**config.mk**
```make
export PLATFORM = sky130hd
export DESIGN_NAME = nmea_sentence_checker_core
export DESIGN_NICKNAME = d
export VERILOG_FILES = /design/src/hdl/nsc_pkg.sv /design/src/hdl/nsc_parser.sv /design/src/hdl/nsc_out_reg.sv /design/src/hdl/nmea_sentence_checker_core.sv
export SDC_FILE = /design/constraint.sdc
export NUM_CORES = 1
export LEC_CHECK = 0
export BUFFER_PORTS_ARGS = -buffer_cell sky130_fd_sc_hd__clkbuf_2
export CORE_ASPECT_RATIO = 1.25
export CORE_UTILIZATION = 59
export CTS_CLUSTER_SIZE = 25
export DETAILED_ROUTE_END_ITERATION = 8
export PLACE_DENSITY = 0.79
export SYNTH_ARGS = -nofsm -noshare
export SYNTH_HDL_FRONTEND = slang
export SYNTH_SLANG_ARGS = --single-unit
```
**constraint.sdc**
```tcl
create_clock -name i_clk -period 4.2 [get_ports i_clk]
set_input_delay 0.42 -clock i_clk [delete_from_list [all_inputs] [get_ports i_clk]]
set_output_delay 0.42 -clock i_clk [all_outputs]
set_load 0.01 [all_outputs]
```
**src/hdl/nsc_pkg.sv**
```systemverilog
// Package for the NMEA sentence checker: result codes, the result record,
// the sentence type table and the hex digit decoder. No dependencies.
package nsc_pkg;

    // Control characters and delimiters.
    localparam logic [7:0] CHR_LF    = 8'h0A;
    localparam logic [7:0] CHR_CR    = 8'h0D;
    localparam logic [7:0] CHR_DOLLAR = 8'h24;
    localparam logic [7:0] CHR_STAR  = 8'h2A;
    localparam logic [7:0] CHR_COMMA = 8'h2C;

    // Result status codes.
    typedef enum logic [2:0] {
        ST_VALID    = 3'd0,
        ST_NO_DELIM = 3'd1,
        ST_MISMATCH = 3'd2,
        ST_UNKNOWN  = 3'd3,
        ST_OVERLONG = 3'd4
    } t_status;

    // Sentence type codes.
    typedef enum logic [2:0] {
        KD_GGA   = 3'd0,
        KD_GSA   = 3'd1,
        KD_GSV   = 3'd2,
        KD_RMC   = 3'd3,
        KD_VTG   = 3'd4,
        KD_OTHER = 3'd5
    } t_kind;

    localparam int NUM_KINDS = 5;

    // Last three letters of each recognised first field, in code order.
    localparam logic [23:0] KIND_LETTERS [NUM_KINDS] = '{
        24'h474741, 24'h475341, 24'h475356, 24'h524D43, 24'h565447
    };

    // One result beat.
    typedef struct packed {
        t_status     status;
        t_kind       kind;
        logic [5:0]  field_count;
        logic [7:0]  computed_sum;
        logic [7:0]  received_sum;
    } t_result;

    // Decoded hex digit with a flag for characters that are not hex.
    typedef struct packed {
        logic       bad;
        logic [3:0] value;
    } t_hex;

    function automatic t_hex hex_decode(input logic [7:0] b);
        t_hex h;
        h.bad   = 1'b0;
        h.value = 4'd0;
        if (b >= 8'h30 && b <= 8'h39) begin
            h.value = 4'(b - 8'h30);
        end else if (b >= 8'h41 && b <= 8'h46) begin
            h.value = 4'(b - 8'h37);
        end else if (b >= 8'h61 && b <= 8'h66) begin
            h.value = 4'(b - 8'h57);
        end else begin
            h.bad = 1'b1;
        end
        return h;
    endfunction

endpackage

```
**src/hdl/nsc_parser.sv**
```systemverilog
// Sentence state and result formation for the NMEA sentence checker.
// Depends on nsc_pkg.
module nsc_parser #(
    parameter int MAX_LEN    = 128,
    parameter int MAX_FIELDS = 63
) (
    input  logic              i_clk,
    input  logic              i_rst_n,
    input  logic              i_fire,
    input  logic [7:0]        i_byte,
    output logic              o_produce,
    output nsc_pkg::t_result  o_result
);
    import nsc_pkg::*;

    localparam logic [7:0] LEN_LIMIT   = 8'(MAX_LEN);
    localparam logic [5:0] FIELD_LIMIT = 6'(MAX_FIELDS);

    logic        r_started,   n_started;
    logic        r_seen_star, n_seen_star;
    logic [7:0]  r_xor_acc,   n_xor_acc;
    logic [1:0]  r_hex_seen,  n_hex_seen;
    logic [7:0]  r_hex_value, n_hex_value;
    logic        r_hex_bad,   n_hex_bad;
    logic [7:0]  r_line_len,  n_line_len;
    logic        r_overlong,  n_overlong;
    logic [5:0]  r_sep_count, n_sep_count;
    logic [23:0] r_type,      n_type;
    logic [3:0]  r_ffl,       n_ffl;

    t_hex        hex;
    logic [6:0]  field_sum;
    t_kind       kind;

    assign hex = hex_decode(i_byte);

    // Next sentence state for the byte in the input register.
    always_comb begin
        n_started   = r_started;
        n_seen_star = r_seen_star;
        n_xor_acc   = r_xor_acc;
        n_hex_seen  = r_hex_seen;
        n_hex_value = r_hex_value;
        n_hex_bad   = r_hex_bad;
        n_line_len  = r_line_len;
        n_overlong  = r_overlong;
        n_sep_count = r_sep_count;
        n_type      = r_type;
        n_ffl       = r_ffl;
        priority if (i_byte == CHR_CR) begin
            // Carriage return leaves everything as it is.
        end else if (i_byte == CHR_LF) begin
            n_started   = 1'b0;
            n_seen_star = 1'b0;
            n_xor_acc   = '0;
            n_hex_seen  = '0;
            n_hex_value = '0;
            n_hex_bad   = 1'b0;
            n_line_len  = '0;
            n_overlong  = 1'b0;
            n_sep_count = '0;
            n_type      = '0;
            n_ffl       = '0;
        end else begin
            if (r_line_len >= LEN_LIMIT) begin
                n_overlong = 1'b1;
            end else begin
                n_line_len = r_line_len + 8'd1;
            end
            priority if (i_byte == CHR_DOLLAR) begin
                // A dollar restarts the sentence but keeps the line length.
                n_started   = 1'b1;
                n_seen_star = 1'b0;
                n_xor_acc   = '0;
                n_hex_seen  = '0;
                n_hex_value = '0;
                n_hex_bad   = 1'b0;
                n_sep_count = '0;
                n_type      = '0;
                n_ffl       = '0;
            end else if (!r_started) begin
                // Bytes before the dollar count only towards the length.
            end else if (!r_seen_star) begin
                if (i_byte == CHR_STAR) begin
                    n_seen_star = 1'b1;
                    if (r_sep_count < FIELD_LIMIT) n_sep_count = r_sep_count + 6'd1;
                end else begin
                    n_xor_acc = r_xor_acc ^ i_byte;
                    if (i_byte == CHR_COMMA) begin
                        if (r_sep_count < FIELD_LIMIT) n_sep_count = r_sep_count + 6'd1;
                    end else if (r_sep_count == '0) begin
                        if (r_ffl != 4'hF) n_ffl = r_ffl + 4'd1;
                        n_type = {r_type[15:0], i_byte};
                    end
                end
            end else if (r_hex_seen != 2'd2) begin
                // Checksum digit; a non-hex character counts as zero and is flagged.
                n_hex_value = {r_hex_value[3:0], hex.value};
                n_hex_bad   = r_hex_bad | hex.bad;
                n_hex_seen  = r_hex_seen + 2'd1;
            end
        end
    end

    // State registers.
    always_ff @(posedge i_clk) begin
        if (!i_rst_n) begin
            r_started   <= 1'b0;
            r_seen_star <= 1'b0;
            r_xor_acc   <= '0;
            r_hex_seen  <= '0;
            r_hex_value <= '0;
            r_hex_bad   <= 1'b0;
            r_line_len  <= '0;
            r_overlong  <= 1'b0;
            r_sep_count <= '0;
            r_type      <= '0;
            r_ffl       <= '0;
        end else if (i_fire) begin
            r_started   <= n_started;
            r_seen_star <= n_seen_star;
            r_xor_acc   <= n_xor_acc;
            r_hex_seen  <= n_hex_seen;
            r_hex_value <= n_hex_value;
            r_hex_bad   <= n_hex_bad;
            r_line_len  <= n_line_len;
            r_overlong  <= n_overlong;
            r_sep_count <= n_sep_count;
            r_type      <= n_type;
            r_ffl       <= n_ffl;
        end
    end

    // Sentence type lookup over the five known types.
    always_comb begin
        kind = KD_OTHER;
        if (r_ffl == 4'd5) begin
            for (int k = NUM_KINDS - 1; k >= 0; k--) begin
                if (r_type == KIND_LETTERS[k]) kind = t_kind'(3'(k));
            end
        end
    end

    assign field_sum = {1'b0, r_sep_count} + 7'd1;

    // Result for a line feed that ends a non-empty line.
    always_comb begin
        o_result.kind         = kind;
        o_result.computed_sum = r_xor_acc;
        o_result.received_sum = r_hex_value;
        if (!r_started) begin
            o_result.field_count = '0;
        end else if (field_sum > {1'b0, FIELD_LIMIT}) begin
            o_result.field_count = FIELD_LIMIT;
        end else begin
            o_result.field_count = field_sum[5:0];
        end
        priority if (r_overlong) begin
            o_result.status = ST_OVERLONG;
        end else if (!r_started || !r_seen_star) begin
            o_result.status = ST_NO_DELIM;
        end else if (r_hex_bad || r_hex_seen != 2'd2 || r_hex_value != r_xor_acc) begin
            o_result.status = ST_MISMATCH;
        end else if (kind == KD_OTHER) begin
            o_result.status = ST_UNKNOWN;
        end else begin
            o_result.status = ST_VALID;
        end
    end

    assign o_produce = (i_byte == CHR_LF) && (r_line_len != '0);

endmodule

```
**src/hdl/nsc_out_reg.sv**
```systemverilog
// Result register with valid/stall handshake for the NMEA sentence checker.
// Depends on nsc_pkg.
module nsc_out_reg (
    input  logic              i_clk,
    input  logic              i_rst_n,
    input  logic              i_load,
    input  nsc_pkg::t_result  i_result,
    input  logic              i_stall,
    output logic              o_ready,
    output logic              o_valid,
    output nsc_pkg::t_result  o_result
);
    import nsc_pkg::*;

    logic    r_valid, n_valid;
    t_result r_result;

    // Space is free when empty or when the held beat leaves this cycle.
    assign o_ready = !r_valid || !i_stall;

    always_comb begin
        n_valid = r_valid;
        if (i_load) begin
            n_valid = 1'b1;
        end else if (!i_stall) begin
            n_valid = 1'b0;
        end
    end

    always_ff @(posedge i_clk) begin
        if (!i_rst_n) begin
            r_valid <= 1'b0;
        end else begin
            r_valid <= n_valid;
        end
    end

    // Payload needs no reset.
    always_ff @(posedge i_clk) begin
        if (i_load) r_result <= i_result;
    end

    assign o_valid  = r_valid;
    assign o_result = r_result;

endmodule

```
**src/hdl/nmea_sentence_checker_core.sv**
```systemverilog
// NMEA sentence checker, top level: input byte register, parser and result register.
// Depends on nsc_pkg, nsc_parser and nsc_out_reg.
//
// Takes one received character per beat and gives one result beat for every line
// feed that ends a non-empty line. A byte can be accepted in every cycle: it is
// held in an input register, and when it moves on the sentence state is updated
// from it while a line feed's result is loaded into the result register, from
// which the result beat is offered. The only back-pressure is on a line feed
// that makes a result while the result register holds a beat that is stalled;
// every other byte passes at full rate. No clearing after reset is needed.
module nmea_sentence_checker_core #(
    parameter int MAX_LEN    = 128,
    parameter int MAX_FIELDS = 63
) (
    input  logic       i_clk,
    input  logic       i_rst_n,
    input  logic       i_rx_valid,
    output logic       o_rx_stall,
    input  logic [7:0] i_rx_byte,
    output logic       o_res_valid,
    input  logic       i_res_stall,
    output logic [2:0] o_status,
    output logic [2:0] o_sentence_type,
    output logic [5:0] o_field_count,
    output logic [7:0] o_computed_sum,
    output logic [7:0] o_received_sum
);
    import nsc_pkg::*;

    logic       r_in_valid, n_in_valid;
    logic [7:0] r_in_byte;
    logic       fire;
    logic       produce;
    logic       out_ready;
    logic       in_accept;
    t_result    result;
    t_result    out_result;

    // The held byte moves on unless its result finds the result register blocked.
    assign fire       = r_in_valid && (!produce || out_ready);
    assign o_rx_stall = r_in_valid && !fire;
    assign in_accept  = i_rx_valid && !o_rx_stall;

    always_comb begin
        n_in_valid = r_in_valid;
        if (in_accept) begin
            n_in_valid = 1'b1;
        end else if (fire) begin
            n_in_valid = 1'b0;
        end
    end

    always_ff @(posedge i_clk) begin
        if (!i_rst_n) begin
            r_in_valid <= 1'b0;
        end else begin
            r_in_valid <= n_in_valid;
        end
    end

    always_ff @(posedge i_clk) begin
        if (in_accept) r_in_byte <= i_rx_byte;
    end

    nsc_parser #(
        .MAX_LEN    (MAX_LEN),
        .MAX_FIELDS (MAX_FIELDS)
    ) u_parser (
        .i_clk     (i_clk),
        .i_rst_n   (i_rst_n),
        .i_fire    (fire),
        .i_byte    (r_in_byte),
        .o_produce (produce),
        .o_result  (result)
    );

    nsc_out_reg u_out_reg (
        .i_clk    (i_clk),
        .i_rst_n  (i_rst_n),
        .i_load   (fire && produce),
        .i_result (result),
        .i_stall  (i_res_stall),
        .o_ready  (out_ready),
        .o_valid  (o_res_valid),
        .o_result (out_result)
    );

    assign o_status        = out_result.status;
    assign o_sentence_type = out_result.kind;
    assign o_field_count   = out_result.field_count;
    assign o_computed_sum  = out_result.computed_sum;
    assign o_received_sum  = out_result.received_sum;

    // A valid sentence always carries matching checksums.
    a_valid_sums: assert property (@(posedge i_clk) disable iff (!i_rst_n)
        (o_res_valid && o_status == ST_VALID) |-> (o_computed_sum == o_received_sum))
        else $error("valid status with differing checksums");

    // A valid sentence is always of a recognised type.
    a_valid_kind: assert property (@(posedge i_clk) disable iff (!i_rst_n)
        (o_res_valid && o_status == ST_VALID) |-> (o_sentence_type != KD_OTHER))
        else $error("valid status with unrecognised type");

    // A sentence that got past the delimiter checks has at least one field.
    a_fields: assert property (@(posedge i_clk) disable iff (!i_rst_n)
        (o_res_valid && (o_status == ST_VALID || o_status == ST_MISMATCH
            || o_status == ST_UNKNOWN)) |-> (o_field_count != 6'd0))
        else $error("delimited sentence with no fields");

    // A byte held back is only ever a line feed that makes a result.
    a_stall_cause: assert property (@(posedge i_clk) disable iff (!i_rst_n)
        o_rx_stall |-> (produce && o_res_valid && i_res_stall))
        else $error("input stalled without a blocked result");

endmodule
```
==> metrics.yaml, run 1 <==
logic_synthesis:
  synth_nets: 499
  synth.area.mux_share: 0.0167
  synth_adder_area_share: 0.0287
  synthArstFlopShare: 0
  synth_xor_area_frac: 0.0183
  ys_warn_count: 0
  synthFlopType: "dfxtp_1"
  ys_ff_latch: 102
  syn_inst: 476
  yosys-top-cells-area: "dfxtp_1 (28%), edfxtp_1 (23%), a21oi_1 (3.7%)"
  avgSynthCellArea_um2: 10.1
  synth_top_family_by_area: "simple AND/OR/NAND/NOR gates"
  synth_compound_area_frac: 0.189
  yosys.area.top_type: "dfxtp_1"
  ys_seq_area_frac: 0.502
  synth-simple-area-share: 0.202
  yosysUniqueCellTypes: 67
  synth_top_cell_area_share: 0.276
  synth_edf_count: 36
  synth_area_um2: 4790
cts:
  h-tree-depth: 3
  cts_buffers: 9
  postCtsHoldBufs: 0
  cts_root_buf: "clkbuf_8"
  cts.sinks: 102
  cts_resized: 0
  insertion_delay_ns: 0.37
  cts.clk_slew.worst_paths_ns: 0.09
  cts.path.max_buffers: 2
  cts_tree: "yes"
  cts_setup_buffers: 0
place:
  pre_cts_ws_ns: 0.941
  gp_congestion: 0.902
  placed_area_um2: 5030
  io_buffers: 41
  dpl.hpwl_mm: 7.60
global_routing:
  grt_first_pass_wirelength_mm: 17.6
  antenna_found_initial: 0
  grt_max_degree: 41
  grt_usage: 0.275
  grt-ovfl-total: 0
  grt_pass1_vias: 3587
timing:
  fin_crit_ns: 3.30
  period_share: 0.786
  hold_viol_final: 0
  worst_slack_ns: 0.899
  rsz0062_at_grt: "false"
  setup_tns_ns: 0
  max-slew-margin-rel: 0.244
  drv_slew: 0
  worst_pin_slew_ns: 1.13
  setup_viol: 0
  skew_ns: 0.0118
  max_freq_mhz: 303
finish:
  fill_cells: 615
  stdcell_area_um2: 5230
  final_util: 0.667
  area_delta_synth_final_pct: 9.22
  n_antenna_cell: 0
  drive_gt1_frac: 0.141
  nNetsFinal: 528
  mostFrequentLayoutCell: "dfxtp_1"
  final_cell_mix: "dfxtp_1 (66), clkbuf_2 (41), edfxtp_1 (36)"
worst_setup_path:
  crit_buf_inv: 0
  crit_family: "simple AND/OR/NAND/NOR gates"
  crit_path_top_delay_cell: "a31oi_4"
  required_ns: 4.19
  path_max_fanout: 28
  crit_chain: "or4_4 > nor2_1 > nand3_1 > a31oi_4"
  crit_arrival_ns: 3.29
  crit_type: "flop to flop"
  end_kind: "flop"
  critPathLaunchType: "flop"
  slowest_delay_ns: 0.86
drt:
  drt_pass1_iterations: 6
  num_vias: 3954
  vias_per_cell: 6.55
  totalWireLength_mm: 10.9
  drc: 0
  first_iter_violations: 321
  drtAntennaViolNets: 0
  wire_per_inst_um: 18.1
die:
  rows: 36
  die_w_um: 82.6
  initial_core_util: 0.611
  core-area_um2: 7840
  dieArea_um2: 8480
  die_h_um: 103
  ios: 42
run:
  cap_violations: 0
power:
  leakage_nw: 1.87
  ir_worst_vdd_mv: 0.238
  powerDensity_nw_per_um2: 332
outcome:
  status: "completed"
min_path:
  hp-class: "input pin to flop"
## area by class of cell
class                   count  area (um^2)  share of cell area
clock buffers              13          190              0.0364
clock inverters             2         12.5             0.00239
inverters                  19         71.3              0.0136
multi-input cells         327         2190               0.419
flip-flops and latches    102         2400               0.459
well taps                  95          119              0.0227
repair buffers             46          243              0.0464
## synth_stat cells, drive strengths merged, types with 4 or more instances
library cell and number:
dfxtp 66, mux2i 8, buf 10, nand3 20, nand4b 10, a31oi 6
nor2b 5, ha 11, edfxtp 36, nand4bb 4, nand4 7, nand2b 7
and2 4, nor2 19, nor4 11, or4 7, inv 19, nor3 15
clkbuf 18, a22o 19, o31ai 10, xnor2 10, nand2 33, a21oi 35
o211ai 6, o21ai 23, and3 5
## power by group
group | internal, W | switching (W)
clock network | 0.000296 | 0.000318
logic | 0.0000269 | 0.0000506
registers | 0.00102 | 0.0000196
total | 0.00135 | 0.000388
## cells by family (layout without fill, tap and decap cells)
family	count (synthesis)	count (layout)
flops	102	102
mux	8	8
compound gates	133	133
simple gates	165	165
fa+ha+maj	11	11
xor+xnor	10	10
buf+inv	47	80
## metrics by stage
step | total power, W | std cells | hold WS (ns)
final | 0.00174 | 604 | 0.215
after global routing | 0.00179 | 604 | 0.208
after CTS | 0.00174 | 604 | 0.213
after detailed placement | 0.00114 | 589 | 0.459
after global placement | 0.00114 | 589 | 0.457
after floorplan | 0.00112 | 476 | 0.445
## flip-flops by register name, indices dropped and copies added (netlist names)
name,cells
u_parser.r_seen_star,1
u_parser.r_hex_value,8
u_out_reg.o_result,28
u_out_reg.o_valid,1
u_parser.r_ffl,4
r_in_byte,8
u_parser.r_sep_count,6
u_parser.r_line_len,8
u_parser.r_overlong,1
u_parser.r_started,1
u_parser.r_type,24
u_parser.r_hex_bad,1
r_in_valid,1
u_parser.r_hex_seen,2
u_parser.r_xor_acc,8
## metal layers
layer | global-route usage | share of wire | vias up
li1 | - | - | 1865
met1 | 0.353 | 0.42 | 1892
met2 | 0.459 | 0.50 | 171
met3 | 0.0442 | 0.063 | 26
met4 | 0.114 | 0.021 | 0
met5 | 0 | 0 | -
## worst register-to-register path, cell delays in order, from the launching register on
cell and delay [ns]:
edfxtp_1 0.53, or4_4 0.59, nor2_1 0.62, nand3_1 0.32
a31oi_4 0.86
## path summary, 6_finish.rpt
path              slack, ns                                 start                                to  cells after the start
setup / recovery       0.90                r_in_byte[4]$_DFFE_PP_  u_out_reg.o_result[11]$_DFFE_PP_                      4
hold / removal         0.21                          i_rx_byte[6]            r_in_byte[6]$_DFFE_PP_                      1
setup reg to reg       0.90                r_in_byte[4]$_DFFE_PP_  u_out_reg.o_result[11]$_DFFE_PP_                      4
hold reg to reg        0.48  u_parser.r_hex_value[5]$_SDFFE_PN0P_   u_out_reg.o_result[5]$_DFFE_PP_                      0
No activity file was read; power rests on OpenSTA's default activity.
==> run 2: changes to the inputs <==
==> constraint.sdc (replaced) <==
create_clock -name i_clk -period 3.23 [get_ports i_clk]
set_input_delay 0.323 -clock i_clk [delete_from_list [all_inputs] [get_ports i_clk]]
set_output_delay 0.323 -clock i_clk [all_outputs]
set_load 0.01 [all_outputs]
==> metrics.yaml, run 2 (synthesis results as in run 1) <==
run:
  cap_violations: 0  # unchanged
timing:
  rsz0062_at_grt: "false"
  max-slew-margin-rel: 0.321  # +0.0777
  skew_ns: 0.0112  # -0.000591 ns
  fin_crit_ns: 3.00  # -0.296 ns
  drv_slew: 0  # unchanged
  setup_viol: 0  # unchanged
  period_share: 0.930  # +0.144
  max_freq_mhz: 333  # +9.9%
  hold_viol_final: 0  # unchanged
  worst_pin_slew_ns: 1.01  # -0.116 ns
  setup_tns_ns: 0  # unchanged
die:
  dieArea_um2: 8480  # unchanged
  ios: 42  # unchanged
  die_w_um: 82.6  # unchanged
  die_h_um: 103  # unchanged
  rows: 36  # unchanged
  core-area_um2: 7840  # unchanged
  initial_core_util: 0.611  # unchanged
drt:
  totalWireLength_mm: 11.1  # +1.2%
  drt_pass1_iterations: 7  # +1
  vias_per_cell: 6.59  # +0.71%
  num_vias: 4048  # +2.4%
  drc: 0  # unchanged
  first_iter_violations: 378  # +18%
  wire_per_inst_um: 18.0  # -0.44%
  drtAntennaViolNets: 0  # unchanged
cts:
  cts_tree: "yes"
  h-tree-depth: 3  # unchanged
  cts_resized: 0  # unchanged
  cts_root_buf: "clkbuf_8"
  cts.sinks: 102  # unchanged
  postCtsHoldBufs: 0  # unchanged
  insertion_delay_ns: 0.36  # about the same
  cts.clk_slew.worst_paths_ns: 0.09  # about the same
  cts.path.max_buffers: 2  # unchanged
  cts_buffers: 9  # unchanged
  cts_setup_buffers: 0  # unchanged
finish:
  drive_gt1_frac: 0.150  # +0.00884
  fill_cells: 631  # +2.6%
  mostFrequentLayoutCell: "dfxtp_1"
  nNetsFinal: 537  # +1.7%
  multi_input_area_um2: 2190  # unchanged
  area_delta_synth_final_pct: 10.2
  final_cell_mix: "dfxtp_1 (66), clkbuf_2 (41), edfxtp_1 (36)"
  largest_reg_flops: 28  # unchanged
  final-seq-area_um2: 2400  # unchanged
  n_antenna_cell: 0  # unchanged
worst_setup_path:
  crit_path_top_delay_cell: "or4_1"
  crit_type: "flop to flop"
  crit_arrival_ns: 3.30  # about the same
  crit_chain: "inv_1 > ha_1 > nor2b_1 > nand4b_1 > and3_1 > or4_1 > a21oi_1"
  path_max_fanout: 10  # -64%
  crit_family: "simple AND/OR/NAND/NOR gates"
  slowest_delay_ns: 0.57  # -0.29 ns
  required_ns: 3.53  # -0.66 ns
  end_kind: "flop"
  critPathLaunchType: "flop"
  crit_buf_inv: 1  # +1
power:
  leakage_nw: 1.90  # +1.7%
  finalPower_w: 0.00224  # +29%
  powerDensity_nw_per_um2: 424  # +28%
  ir_worst_vdd_mv: 0.341  # +43%
global_routing:
  antenna_found_initial: 0  # unchanged
  grt-ovfl-total: 0  # unchanged
  grt_pass1_vias: 3827  # +6.7%
  grt_max_degree: 29  # -29%
  grt_first_pass_wirelength_mm: 18.3  # +3.9%
  grt_usage: 0.287  # +0.0115
place:
  io_buffers: 41  # unchanged
  dpl.hpwl_mm: 7.73  # +1.7%
  gp_congestion: 0.906  # +0.43%
outcome:
  status: "completed"
min_path:
  hp-class: "input pin to flop"
run 2: power by group:
group | internal, W | leakage [nW] | switching, W
combinational | 0.0000397 | 0.902 | 0.0000729
sequential | 0.00133 | 0.912 | 0.0000219
clock | 0.000360 | 0.0839 | 0.000410
total | 0.00173 | 1.90 | 0.000505
run 2: layout make-up:
cell class,instances,share of cell area
repair buffers,55,0.0588
flip-flops and latches,102,0.455
multi-input cells,327,0.415
clock buffers,13,0.0263
well taps,95,0.0225
inverters,19,0.0135
clock inverters,3,0.00853
run 2: worst paths after layout:
path / startpoint / to / slack (ns) / depth (start not counted)
max: r_in_byte[0]$_DFFE_PP_ / u_parser.r_hex_value[2]$_SDFFE_PN0P_ / 0.23 / 7
min reg2reg: u_parser.r_type[6]$_SDFFE_PN0P_ / u_parser.r_type[6]$_SDFFE_PN0P_ / 0.49 / 2
max reg2reg: r_in_byte[0]$_DFFE_PP_ / u_parser.r_hex_value[2]$_SDFFE_PN0P_ / 0.23 / 7
min: i_rx_byte[2] / r_in_byte[2]$_DFFE_PP_ / 0.14 / 1
run 2: per-stage QoR:
stage | hold WS [ns] | area (um^2) | cells | util | setup slack [ns]
floorplan | 0.422 | 4800 | 476 | - | 0.271
global placement | 0.458 | 5100 | 598 | 0.650 | 0.323
detailed placement | 0.469 | 5100 | 598 | 0.650 | 0.308
CTS | 0.130 | 5280 | 614 | 0.674 | 0.301
global route | 0.125 | 5280 | 614 | 0.674 | 0.0473
finish | 0.140 | 5280 | 614 | 0.674 | 0.226
run 2: routing by layer:
| metal | wire [um] | vias up | track usage |
|---|---|---|---|
| met5 | 0 | - | 0 |
| met4 | 273 | 0 | 0.114 |
| met3 | 723 | 26 | 0.0628 |
| met2 | 5530 | 183 | 0.484 |
| met1 | 4520 | 1959 | 0.354 |
| li1 | - | 1880 | - |
==> run 3: changes to the inputs <==
--- a/config.mk
+++ b/config.mk
@@ -10,7 +10,8 @@
 export CORE_UTILIZATION = 59
 export CTS_CLUSTER_SIZE = 25
 export DETAILED_ROUTE_END_ITERATION = 8
-export PLACE_DENSITY = 0.79
+export PLACE_DENSITY_LB_ADDON = 0.15
+export RECOVER_POWER = 100
 export SYNTH_ARGS = -nofsm -noshare
 export SYNTH_HDL_FRONTEND = slang
 export SYNTH_SLANG_ARGS = --single-unit
==> metrics.yaml, run 3 (synthesis results as in run 1) <==
outcome:
  status: "completed"
power:
  swShare: 0.234  # +0.00793
  powerDensity_nw_per_um2: 422  # -0.38%
  ir_worst_vdd_mv: 0.302  # -11%
  power.switching_w: 0.000515  # +2.0%
  clockPowerShare: 0.335  # -0.009
  p_comb_frac: 0.048  # -0.002
  p_int_w: 0.00169  # -2.5%
  sequentialPowerShare: 0.617  # +0.012
  leakage_nw: 1.80  # -5.2%
cts:
  insertion_delay_ns: 0.37  # about the same
  cts_setup_buffers: 0  # unchanged
  cts_tree: "yes"
  cts_root_buf: "clkbuf_8"
  cts.sinks: 102  # unchanged
  cts_resized: 0  # unchanged
  postCtsHoldBufs: 0  # unchanged
  cts_buffers: 9  # unchanged
  cts.path.max_buffers: 2  # unchanged
  h-tree-depth: 3  # unchanged
  cts.clk_slew.worst_paths_ns: 0.09  # about the same
worst_setup_path:
  end_kind: "flop"
  slowest_delay_ns: 0.61  # +0.04 ns
  crit_buf_inv: 2  # +1
  r2r_cells: 6  # -1
  crit_type: "flop to flop"
  crit_cells: 6  # -1
  crit_arrival_ns: 2.88  # -0.42 ns
  crit_chain: "or4_4 > nor2_1 > buf_4 > nand3_1 > a31oi_4 > clkbuf_2"
  crit_family: "simple AND/OR/NAND/NOR gates"
  crit_path_top_delay_cell: "clkbuf_2"
  path_max_fanout: 28  # +18
  required_ns: 3.24  # -0.29 ns
  critPathLaunchType: "flop"
place:
  gp_congestion: 0.899  # -0.85%
  io_buffers: 41  # unchanged
  place_inst: 597  # -0.17%
  dpl.hpwl_mm: 7.94  # +2.7%
timing:
  setup_tns_ns: 0  # unchanged
  whs_ns: 0.126  # -0.0137 ns
  skew_ns: 0.00863  # -0.00254 ns
  period_share: 0.887  # -0.0429
  max-slew-margin-rel: 0.459  # +0.138
  worst_pin_slew_ns: 0.807  # -0.206 ns
  hold_viol_final: 0  # unchanged
  rsz0062_at_grt: "false"
  drv_slew: 0  # unchanged
  fin_crit_ns: 2.87  # -0.139 ns
  setup_viol: 0  # unchanged
  max_freq_mhz: 349  # +4.8%
finish:
  nNetsFinal: 536  # -0.19%
  drive_gt1_frac: 0.0927  # -0.0576
  finalNonFillerCells: 613  # -0.16%
  final_cell_mix: "dfxtp_1 (66), edfxtp_1 (36), a21oi_1 (35)"
  largest_reg_flops: 28  # unchanged
  area_delta_synth_final_pct: 9.04
  mostFrequentLayoutCell: "dfxtp_1"
  fill_cells: 653  # +3.5%
  n_antenna_cell: 0  # unchanged
die:
  ios: 42  # unchanged
  die_w_um: 82.6  # unchanged
  die_h_um: 103  # unchanged
  dieArea_um2: 8480  # unchanged
  rows: 36  # unchanged
  core-area_um2: 7840  # unchanged
  initial_core_util: 0.611  # unchanged
global_routing:
  grt_first_pass_wirelength_mm: 18.2  # -0.45%
  grt_pass1_vias: 3727  # -2.6%
  grt-ovfl-total: 0  # unchanged
  grt_usage: 0.288  # +0.00120
  antenna_found_initial: 0  # unchanged
  grt_max_degree: 29  # unchanged
drt:
  dr.max_layer_used: "met4"
  wire_per_inst_um: 18.7  # +3.7%
  drtAntennaViolNets: 0  # unchanged
  wl_met2_mm: 5.57  # +0.63%
  num_vias: 3959  # -2.2%
  drc: 0  # unchanged
  first_iter_violations: 286  # -24%
  totalWireLength_mm: 11.4  # +3.5%
  vias_per_cell: 6.46  # -2.0%
  drt_pass1_iterations: 5  # -2
  drt-met1-wl_mm: 4.99  # +10%
  wl_met3_um: 525  # -27%
min_path:
  holdPathStages: 1  # unchanged
  hp-class: "input pin to flop"
run:
  cap_violations: 0  # unchanged
run 3: per-stage QoR:
stage | total power (W) | utilization | setup slack (ns) | instance area (um^2)
floorplan | 0.00146 | - | 0.271 | 4800
global placement | 0.00149 | 0.649 | 0.694 | 5090
detailed placement | 0.00149 | 0.649 | 0.490 | 5090
CTS | 0.00221 | 0.672 | 0.452 | 5270
global route | 0.00226 | 0.666 | 0.157 | 5220
finish | 0.00220 | 0.666 | 0.364 | 5220
run 3: layer usage:
layer	vias up	global-route usage
met2	129	0.482
met1	1914	0.359
met5	-	0
li1	1888	-
met3	28	0.0354
met4	0	0.156
run 3: layout make-up:
type	count	area (um^2)	area share
clock buffer	12	155	0.0297
multi-input combinational	327	2190	0.420
timing repair buffer	54	259	0.0496
sequential	102	2400	0.460
inverter	19	71.3	0.0137
tap	95	119	0.0228
clock inverter	4	22.5	0.00431
run 3: final timing paths:
| kind | start | endpoint | slack (ns) |
|---|---|---|---|
| worst min register to register | u_parser.r_hex_value[5]$_SDFFE_PN0P_ | u_out_reg.o_result[5]$_DFFE_PP_ | 0.49 |
| worst max-delay path | r_in_byte[4]$_DFFE_PP_ | u_out_reg.o_result[2]$_DFFE_PP_ | 0.36 |
| worst max register to register | r_in_byte[4]$_DFFE_PP_ | u_out_reg.o_result[2]$_DFFE_PP_ | 0.36 |
| worst min-delay path | i_rx_byte[4] | r_in_byte[4]$_DFFE_PP_ | 0.13 |
run 3: power groups by stage:
stage               clock network, W  logic [W]  registers [W]
detailed placement                 0   0.000105        0.00139
global route                0.000785   0.000117        0.00136
CTS                         0.000745   0.000106        0.00136
finish                      0.000738   0.000107        0.00136
global placement                   0   0.000103        0.00139
floorplan                          0  0.0000859        0.00137
